==> config.mk <==
export PLATFORM = sky130hd
export DESIGN_NAME = preemptive_priority_scheduler
export DESIGN_NICKNAME = d
export VERILOG_FILES = /design/src/sv/pps_pkg.sv /design/src/sv/pps_ctrl.sv /design/src/sv/pps_datapath.sv /design/src/sv/preemptive_priority_scheduler.sv
export SDC_FILE = /design/constraint.sdc
export NUM_CORES = 1
export LEC_CHECK = 0
export ABC_CLOCK_PERIOD_IN_PS = 16800
export BUFFER_PORTS_ARGS = -buffer_cell sky130_fd_sc_hd__buf_2
export CAP_MARGIN = 20
export CORE_ASPECT_RATIO = 1.5
export CORE_MARGIN = 8
export CORE_UTILIZATION = 50
export CTS_CLUSTER_DIAMETER = 100
export DETAILED_ROUTE_END_ITERATION = 16
export PLACE_DENSITY = 0.62
export SYNTH_ARGS = -nofsm -noshare
export SYNTH_HDL_FRONTEND = slang
export SYNTH_SLANG_ARGS = --single-unit
export TNS_END_PERCENT = 5
==> constraint.sdc <==
create_clock -name aclk -period 16.8 [get_ports aclk]
set_clock_uncertainty 0.1 [all_clocks]
set_input_delay 1.68 -clock aclk [delete_from_list [all_inputs] [get_ports aclk]]
set_output_delay 1.68 -clock aclk [all_outputs]
set_load 0.005 [all_outputs]
==> src/sv/pps_pkg.sv <==
// ----------------------------------------------------------------------------
// pps_pkg
// shared constants and types of the preemptive priority scheduler
// ----------------------------------------------------------------------------
package pps_pkg;

    localparam int MAX_TASKS  = 16;
    localparam int IDX_W      = (MAX_TASKS > 1) ? $clog2(MAX_TASKS) : 1;
    localparam int CNT_W      = $clog2(MAX_TASKS + 1);
    localparam int ID_W       = 4;
    localparam int TIME_W     = 24;
    localparam int ARR_W      = 16;
    localparam int BUR_W      = 16;
    localparam int PRI_W      = 8;
    localparam int IN_DATA_W  = 40;
    localparam int OUT_DATA_W = 64;

    localparam logic KIND_LOAD = 1'b0;
    localparam logic KIND_TICK = 1'b1;

    typedef enum logic [1:0] {
        ST_IDLE,
        ST_SCAN,
        ST_COMMIT
    } pps_state_t;

    typedef struct packed {
        logic             capture;
        logic             scan_en;
        logic [IDX_W-1:0] scan_idx;
        logic             commit;
    } pps_cmd_t;

    typedef struct packed {
        logic out_busy;
    } pps_status_t;

endpackage

==> src/sv/pps_ctrl.sv <==
// ----------------------------------------------------------------------------
// pps_ctrl
// sequencer: takes a transaction, steps the slot scan, commits the result
// ----------------------------------------------------------------------------
module pps_ctrl (
    input  logic                 aclk,
    input  logic                 aresetn,
    input  logic                 s_tvalid,
    input  logic                 s_tuser,
    output logic                 s_tready,
    input  pps_pkg::pps_status_t status,
    output pps_pkg::pps_cmd_t    cmd
);

    pps_pkg::pps_state_t            state_reg, state_next;
    logic [pps_pkg::IDX_W-1:0]      idx_reg, idx_next;

    always_ff @(posedge aclk) begin
        if (!aresetn) begin
            state_reg <= pps_pkg::ST_IDLE;
            idx_reg   <= '0;
        end else begin
            state_reg <= state_next;
            idx_reg   <= idx_next;
        end
    end

    always_comb begin
        state_next   = state_reg;
        idx_next     = idx_reg;
        s_tready     = 1'b0;
        cmd.capture  = 1'b0;
        cmd.scan_en  = 1'b0;
        cmd.scan_idx = idx_reg;
        cmd.commit   = 1'b0;
        unique case (state_reg)
            pps_pkg::ST_IDLE: begin
                s_tready = 1'b1;
                if (s_tvalid) begin
                    cmd.capture = 1'b1;
                    idx_next    = '0;
                    state_next  = (s_tuser == pps_pkg::KIND_TICK) ? pps_pkg::ST_SCAN
                                                                  : pps_pkg::ST_COMMIT;
                end
            end
            pps_pkg::ST_SCAN: begin
                cmd.scan_en = 1'b1;
                idx_next    = idx_reg + 1'b1;
                if (idx_reg == pps_pkg::IDX_W'(pps_pkg::MAX_TASKS - 1)) begin
                    state_next = pps_pkg::ST_COMMIT;
                end
            end
            pps_pkg::ST_COMMIT: begin
                if (!status.out_busy) begin
                    cmd.commit = 1'b1;
                    state_next = pps_pkg::ST_IDLE;
                end
            end
            default: begin
                state_next = pps_pkg::ST_IDLE;
            end
        endcase
    end

endmodule

==> src/sv/pps_datapath.sv <==
// ----------------------------------------------------------------------------
// pps_datapath
// task tables, running minimum over the scan, counters and result register
// ----------------------------------------------------------------------------
module pps_datapath (
    input  logic                            aclk,
    input  logic                            aresetn,
    input  logic                            s_tuser,
    input  logic [pps_pkg::IN_DATA_W-1:0]   s_tdata,
    input  pps_pkg::pps_cmd_t               cmd,
    output pps_pkg::pps_status_t            status,
    output logic                            m_tvalid,
    input  logic                            m_tready,
    output logic [pps_pkg::OUT_DATA_W-1:0]  m_tdata
);

    localparam int CNT_W  = pps_pkg::CNT_W;
    localparam int IDX_W  = pps_pkg::IDX_W;
    localparam int TIME_W = pps_pkg::TIME_W;
    localparam int ARR_W  = pps_pkg::ARR_W;
    localparam int BUR_W  = pps_pkg::BUR_W;
    localparam int PRI_W  = pps_pkg::PRI_W;
    localparam int ID_W   = pps_pkg::ID_W;
    localparam logic [CNT_W-1:0] NO_RUNNER = CNT_W'(pps_pkg::MAX_TASKS);

    function automatic logic [ID_W-1:0] to_id(input logic [CNT_W-1:0] s);
        logic [CNT_W+ID_W-1:0] w;
        w = {{ID_W{1'b0}}, s};
        return w[ID_W-1:0];
    endfunction

    // task tables
    logic [ARR_W-1:0] arrival_reg   [pps_pkg::MAX_TASKS];
    logic [BUR_W-1:0] burst_reg     [pps_pkg::MAX_TASKS];
    logic [BUR_W-1:0] remaining_reg [pps_pkg::MAX_TASKS];
    logic [PRI_W-1:0] priority_reg  [pps_pkg::MAX_TASKS];

    // captured transaction
    logic             kind_reg;
    logic [ARR_W-1:0] in_arr_reg;
    logic [BUR_W-1:0] in_bur_reg;
    logic [PRI_W-1:0] in_pri_reg;

    // scan result
    logic [CNT_W-1:0] best_reg;
    logic [PRI_W:0]   best_pri_reg;
    logic [ARR_W-1:0] best_arr_reg;
    logic [BUR_W-1:0] best_rem_reg;
    logic [BUR_W:0]   best_sum_reg;

    logic [CNT_W-1:0]  loaded_reg, loaded_next;
    logic [CNT_W-1:0]  finished_reg, finished_next;
    logic [TIME_W-1:0] time_reg, time_next;
    logic [CNT_W-1:0]  prev_reg, prev_next;

    logic                  m_tvalid_reg;
    logic [pps_pkg::OUT_DATA_W-1:0] m_tdata_reg, m_tdata_next;

    // scan evaluation
    logic [ARR_W-1:0] scan_arr;
    logic [BUR_W-1:0] scan_bur;
    logic [BUR_W-1:0] scan_rem;
    logic [PRI_W-1:0] scan_pri;
    logic             scan_take;

    assign scan_arr  = arrival_reg[cmd.scan_idx];
    assign scan_bur  = burst_reg[cmd.scan_idx];
    assign scan_rem  = remaining_reg[cmd.scan_idx];
    assign scan_pri  = priority_reg[cmd.scan_idx];
    assign scan_take = (CNT_W'(cmd.scan_idx) < loaded_reg)
                    && ({{(TIME_W-ARR_W){1'b0}}, scan_arr} <= time_reg)
                    && (scan_rem != '0)
                    && ({1'b0, scan_pri} < best_pri_reg);

    always_ff @(posedge aclk) begin
        if (cmd.capture) begin
            kind_reg     <= s_tuser;
            in_arr_reg   <= s_tdata[ARR_W-1:0];
            in_bur_reg   <= s_tdata[ARR_W+BUR_W-1:ARR_W];
            in_pri_reg   <= s_tdata[ARR_W+BUR_W+PRI_W-1:ARR_W+BUR_W];
            best_reg     <= NO_RUNNER;
            best_pri_reg <= {1'b1, {PRI_W{1'b0}}};
        end else if (cmd.scan_en && scan_take) begin
            best_reg     <= CNT_W'(cmd.scan_idx);
            best_pri_reg <= {1'b0, scan_pri};
            best_arr_reg <= scan_arr;
            best_rem_reg <= scan_rem;
            best_sum_reg <= {1'b0, scan_arr} + {1'b0, scan_bur};
        end
    end

    // commit logic
    logic              load_ok;
    logic              found;
    logic              done_now;
    logic [TIME_W-1:0] time_inc;
    logic [TIME_W-1:0] turn;
    logic [TIME_W-1:0] wait_t;
    logic [TIME_W-1:0] sum_ext;
    logic              r_ran, r_sw, r_fin, r_err, r_all;
    logic [ID_W-1:0]   r_id;
    logic [TIME_W-1:0] r_turn, r_wait;

    assign load_ok  = (loaded_reg < NO_RUNNER) && (in_bur_reg != '0);
    assign found    = (best_reg != NO_RUNNER);
    assign done_now = (best_rem_reg == BUR_W'(1));
    assign time_inc = (time_reg == {TIME_W{1'b1}}) ? time_reg : time_reg + 1'b1;
    assign sum_ext  = {{(TIME_W-BUR_W-1){1'b0}}, best_sum_reg};
    assign turn     = time_inc - {{(TIME_W-ARR_W){1'b0}}, best_arr_reg};
    assign wait_t   = (time_inc >= sum_ext) ? time_inc - sum_ext : '0;

    always_comb begin
        loaded_next   = loaded_reg;
        finished_next = finished_reg;
        time_next     = time_reg;
        prev_next     = prev_reg;
        r_ran  = 1'b0;
        r_sw   = 1'b0;
        r_fin  = 1'b0;
        r_err  = 1'b0;
        r_id   = '0;
        r_turn = '0;
        r_wait = '0;
        if (kind_reg == pps_pkg::KIND_LOAD) begin
            if (load_ok) begin
                loaded_next = loaded_reg + 1'b1;
                r_id        = to_id(loaded_reg);
            end else begin
                r_err = 1'b1;
            end
        end else begin
            time_next = time_inc;
            if (found) begin
                r_ran     = 1'b1;
                r_id      = to_id(best_reg);
                r_sw      = (prev_reg != best_reg);
                prev_next = best_reg;
                if (done_now) begin
                    r_fin         = 1'b1;
                    r_turn        = turn;
                    r_wait        = wait_t;
                    finished_next = finished_reg + 1'b1;
                end
            end
        end
        r_all = (finished_next == loaded_next);
        m_tdata_next = {7'b0, r_err, r_all, r_wait, r_turn, r_fin, r_sw, r_id, r_ran};
    end

    always_ff @(posedge aclk) begin
        if (cmd.commit && kind_reg == pps_pkg::KIND_LOAD && load_ok) begin
            arrival_reg[loaded_reg[IDX_W-1:0]]   <= in_arr_reg;
            burst_reg[loaded_reg[IDX_W-1:0]]     <= in_bur_reg;
            priority_reg[loaded_reg[IDX_W-1:0]]  <= in_pri_reg;
            remaining_reg[loaded_reg[IDX_W-1:0]] <= in_bur_reg;
        end else if (cmd.commit && kind_reg == pps_pkg::KIND_TICK && found) begin
            remaining_reg[best_reg[IDX_W-1:0]]   <= best_rem_reg - 1'b1;
        end
        if (cmd.commit) begin
            m_tdata_reg <= m_tdata_next;
        end
    end

    always_ff @(posedge aclk) begin
        if (!aresetn) begin
            loaded_reg   <= '0;
            finished_reg <= '0;
            time_reg     <= '0;
            prev_reg     <= NO_RUNNER;
            m_tvalid_reg <= 1'b0;
        end else begin
            if (cmd.commit) begin
                loaded_reg   <= loaded_next;
                finished_reg <= finished_next;
                time_reg     <= time_next;
                prev_reg     <= prev_next;
                m_tvalid_reg <= 1'b1;
            end else if (m_tready) begin
                m_tvalid_reg <= 1'b0;
            end
        end
    end

    assign status.out_busy = m_tvalid_reg && !m_tready;
    assign m_tvalid        = m_tvalid_reg;
    assign m_tdata         = m_tdata_reg;

endmodule

==> src/sv/preemptive_priority_scheduler.sv <==
// ----------------------------------------------------------------------------
// preemptive_priority_scheduler
// tick-driven preemptive priority scheduler over a table of tasks
// ----------------------------------------------------------------------------
// a load transaction is captured and then committed. a tick transaction is
// captured, then the slot scan reads one table entry per cycle to track the
// eligible task with the lowest priority number, and a commit step then
// updates the tables and writes the result register.
// a new transaction is taken while the previous result waits in the output
// register; commit stalls only if that register is still occupied.
module preemptive_priority_scheduler (
    input  logic                           aclk,
    input  logic                           aresetn,
    input  logic                           s_tvalid,
    output logic                           s_tready,
    // [15:0] arrival_time, [31:16] burst_length, [39:32] task_priority
    input  logic [pps_pkg::IN_DATA_W-1:0]  s_tdata,
    // [0] kind
    input  logic                           s_tuser,
    output logic                           m_tvalid,
    input  logic                           m_tready,
    // [0] ran, [4:1] task_id, [5] switched, [6] finished, [30:7] turnaround,
    // [54:31] waiting, [55] all_done, [56] error, [63:57] zero
    output logic [pps_pkg::OUT_DATA_W-1:0] m_tdata
);

    pps_pkg::pps_cmd_t    cmd;
    pps_pkg::pps_status_t status;

    pps_ctrl u_ctrl (
        .aclk     (aclk),
        .aresetn  (aresetn),
        .s_tvalid (s_tvalid),
        .s_tuser  (s_tuser),
        .s_tready (s_tready),
        .status   (status),
        .cmd      (cmd)
    );

    pps_datapath u_datapath (
        .aclk     (aclk),
        .aresetn  (aresetn),
        .s_tuser  (s_tuser),
        .s_tdata  (s_tdata),
        .cmd      (cmd),
        .status   (status),
        .m_tvalid (m_tvalid),
        .m_tready (m_tready),
        .m_tdata  (m_tdata)
    );

endmodule

==> flow_metrics.tcl <==
set metrics [dict create \
    detailedRoute.firstIterationViolations 1786 \
    grt_setup_unrepaired "no" \
    timing.final.setup_violations 0 \
    detail_route.first_pass.iterations 5 \
    synthDominantAreaCellType "sky130_fd_sc_hd__edfxtp_1" \
    cts_resized 0 \
    timing.final.hold_violations 0 \
    hp-class "flop to flop" \
    antenna_found_initial 2 \
    timing.final.max_slew_violations 0 \
    post_route_cells_drive_above_1_share_pct 22.5 \
    critical_path_class "flop to flop" \
    fp.dieW_um 263 \
    buffer_ports.inserted 103 \
    yosys_warnings 0 \
    synth_area_um2 45800 \
    drt-vias-per-instance 6.00 \
    power.density_nw_per_um2 109 \
    cts_root_buf "sky130_fd_sc_hd__clkbuf_16" \
    detailedPlace.worstSlack_ns 10.13 \
    worstSetupStartpointType "flop" \
    clock.fmax_mhz 150 \
    floorplan.rows 136 \
    clk_pin_slew_ns 0.06 \
    ys_seq_elements 1106 \
    drc 0 \
    synth.distinct_cells 70 \
    min_period_over_period_pct 39.6 \
    cts_post_setup_buffers_inserted 0 \
    synth.top_cell.area_share_pct 68.4 \
    coreArea_um2 91200 \
    timing.slew.headroom_pct 32.3 \
    static-leakage-power_uw 0.0166 \
    totalPowerFinal_uw 5600 \
    finalSetupTns_ns 0 \
    wire_length_of_the_first_global_routing_pass_mm 164 \
    clk-insertion-delay-late_ns 0.70 \
    layout-area-overhead-vs-synth_pct 11.9 \
    critPathRequiredTime_ns 17.13 \
    finalWorstSetupSlack_ns 10.14 \
    overflow 0 \
    worstMarginPinSlew_ns 1.02 \
    number_of_global_route_vias_before_repair 24823 \
    worst_ep_arrival_time_ns 6.99 \
    largest_net_degree_at_the_start_of_global_routing 100 \
    run_status "finished, final reports clean" \
    route.antenna.remaining_nets 0 \
    fin_crit_ns 6.66 \
    drt_wl_total_mm 113 \
    peakVddDrop_v 0.0000998 \
    num_antenna_cells 0 \
    wl_per_cell_um 28.7 \
    syn_inst_count 2506 \
    post_layout_nets 2809 \
    synth-edff-count 1043 \
    nFillCells 6912 \
    cts_tree "yes" \
    cp-end-kind "flop" \
    die-height_um 387 \
    clock_sink_count 1106 \
    total_cts_buffers 104 \
    setup.reg_to_reg.worst_slack_ns 10.14 \
    synth_top_cells_by_area "sky130_fd_sc_hd__edfxtp_1 68%, sky130_fd_sc_hd__mux4_2 13%, sky130_fd_sc_hd__dfxtp_1 2.8%, sky130_fd_sc_hd__ha_1 2.3%, sky130_fd_sc_hd__xnor2_1 1.7%" \
    critical_path_peak_fanout 69 \
    dieArea_um2 102000 \
    clockBufferDepth 3 \
    synth_area_per_cell_um2 18.3 \
    synth_sequential_area_ratio_pct 71.1 \
    cts_hold_repair.buffers 0 \
    cts.htree.levels 3 \
    gr-usage-all-layers_pct 21.9 \
    ioPinCount 111 \
    place_hpwl_mm 68.2 \
    dr_total_vias 23619 \
    holdCritStartpoint "u_datapath.best_pri_reg[0]" \
    share_of_flip_flops_with_an_asynchronous_set_or_reset_pct 0 \
    synth_flop_cell "sky130_fd_sc_hd__edfxtp_1" \
    maxCapViolCount 0 \
    initial_utilization_pct 50.2 \
    gp_congestion 0.890 \
]
## cell usage in the layout, fill, tap and decap left out, drive strengths merged, types with 12 or more instances in the layout
| master | Yosys | final |
|---|---|---|
| nand2b | 13 | 13 |
| a21oi | 59 | 59 |
| and3 | 13 | 13 |
| or3 | 13 | 13 |
| nand4 | 23 | 23 |
| nor3 | 35 | 35 |
| nor2b | 18 | 18 |
| a21boi | 17 | 17 |
| nand3 | 30 | 30 |
| mux2i | 18 | 18 |
| xor2 | 26 | 26 |
| xnor2 | 88 | 88 |
| ha | 85 | 85 |
| bufinv | 0 | 12 |
| nand2 | 99 | 99 |
| o31ai | 14 | 14 |
| inv | 83 | 84 |
| a211oi | 12 | 12 |
| edfxtp | 1043 | 1043 |
| and2 | 40 | 40 |
| nor4 | 14 | 14 |
| clkbuf | 58 | 123 |
| clkinv | 0 | 54 |
| o21ai | 52 | 52 |
| a22oi | 21 | 21 |
| dfxtp | 63 | 63 |
| mux4 | 263 | 263 |
| nor2 | 122 | 122 |
| a21o | 21 | 21 |
| buf | 57 | 172 |
## critical path: stages, from the launching register on
cell                       delay, ns
sky130_fd_sc_hd__dfxtp_4        0.84
sky130_fd_sc_hd__buf_4          0.65
sky130_fd_sc_hd__buf_4          0.68
sky130_fd_sc_hd__buf_4          0.89
sky130_fd_sc_hd__mux4_2         0.42
sky130_fd_sc_hd__mux4_2         0.54
sky130_fd_sc_hd__ha_1           0.31
sky130_fd_sc_hd__a21o_1         0.19
sky130_fd_sc_hd__a211oi_1       0.26
sky130_fd_sc_hd__nor2_1         0.10
sky130_fd_sc_hd__o41ai_1        0.63
sky130_fd_sc_hd__o21ai_0        0.18
sky130_fd_sc_hd__a21oi_1        0.25
sky130_fd_sc_hd__a21oi_1        0.11
sky130_fd_sc_hd__xor2_1         0.15
## synthesized netlist by cell type, drive strengths merged (11+ instances only)
master,number
edfxtp,1043
xor2,26
or3,13
a22oi,21
dfxtp,63
nand2b,13
nor2,122
o31ai,14
xnor2,88
and2,40
nor2b,18
nand4,23
ha,85
mux4,263
a21boi,17
a21o,21
a211oi,12
mux2i,18
inv,83
a21oi,59
nor4,14
and3,13
buf,57
and4,11
clkbuf,58
nand3,30
o21ai,52
nor3,35
nand2,99
## where the power goes
group / total (uW) / internal, uW / switching, uW
Combinational: 180 / 77.5 / 102
Sequential: 3070 / 3040 / 33.4
Clock: 2350 / 1350 / 1000
## layer usage
layer	GRT usage, %	part of all wire, %	vias to the layer above
met5	0	0.012	-
met4	8.78	3.9	2
met3	2.87	4.6	184
met2	40.7	54	737
met1	25.5	38	12338
li1	-	-	10358
## final cells by class
class | count | area (um2) | share of cell area, %
flip-flops and latches | 1106 | 32600 | 63.6
multi-input cells | 1208 | 12400 | 24.2
clock buffers | 122 | 2730 | 5.33
well taps | 1173 | 1470 | 2.86
repair buffers | 173 | 1050 | 2.05
clock inverters | 70 | 682 | 1.33
inverters | 83 | 312 | 0.608
## path summary, 6_finish.rpt
check | depth (start not counted) | endpoint
worst max-delay path | 14 | u_datapath.best_sum_reg[15]
worst min-delay path | 2 | u_datapath.best_pri_reg[0]
worst max register to register | 14 | u_datapath.best_sum_reg[15]
worst min register to register | 2 | u_datapath.best_pri_reg[0]
## per-stage QoR
stage / util [%] / area, um2 / instances / hold WS [ns]
after detailed placement: 52.4 / 47800 / 3740 / 0.375
after global placement: 52.4 / 47800 / 3739 / 0.355
after global routing: 56.2 / 51300 / 3935 / 0.401
after CTS: 56.2 / 51200 / 3932 / 0.385
final: 56.2 / 51300 / 3935 / 0.378
after floorplan: - / 45800 / 2512 / 0.339
## kinds of logic (layout without fill, tap and decap cells)
kind of cell             after synthesis  in the layout  share of synthesized area (%)
multiplexers                         289            289                           13.6
AO/OA/AOI/OAI                        263            263                           3.91
adder cells (fa/ha/maj)               88             88                           2.45
buffers and inverters                198            448                           1.90
AND/OR/NAND/NOR                      447            447                           4.87
flip-flops                          1106           1106                           71.1
other                                  1              7                        0.00819
XOR/XNOR                             114            114                           2.18
Power figures use the tool's default switching activity.
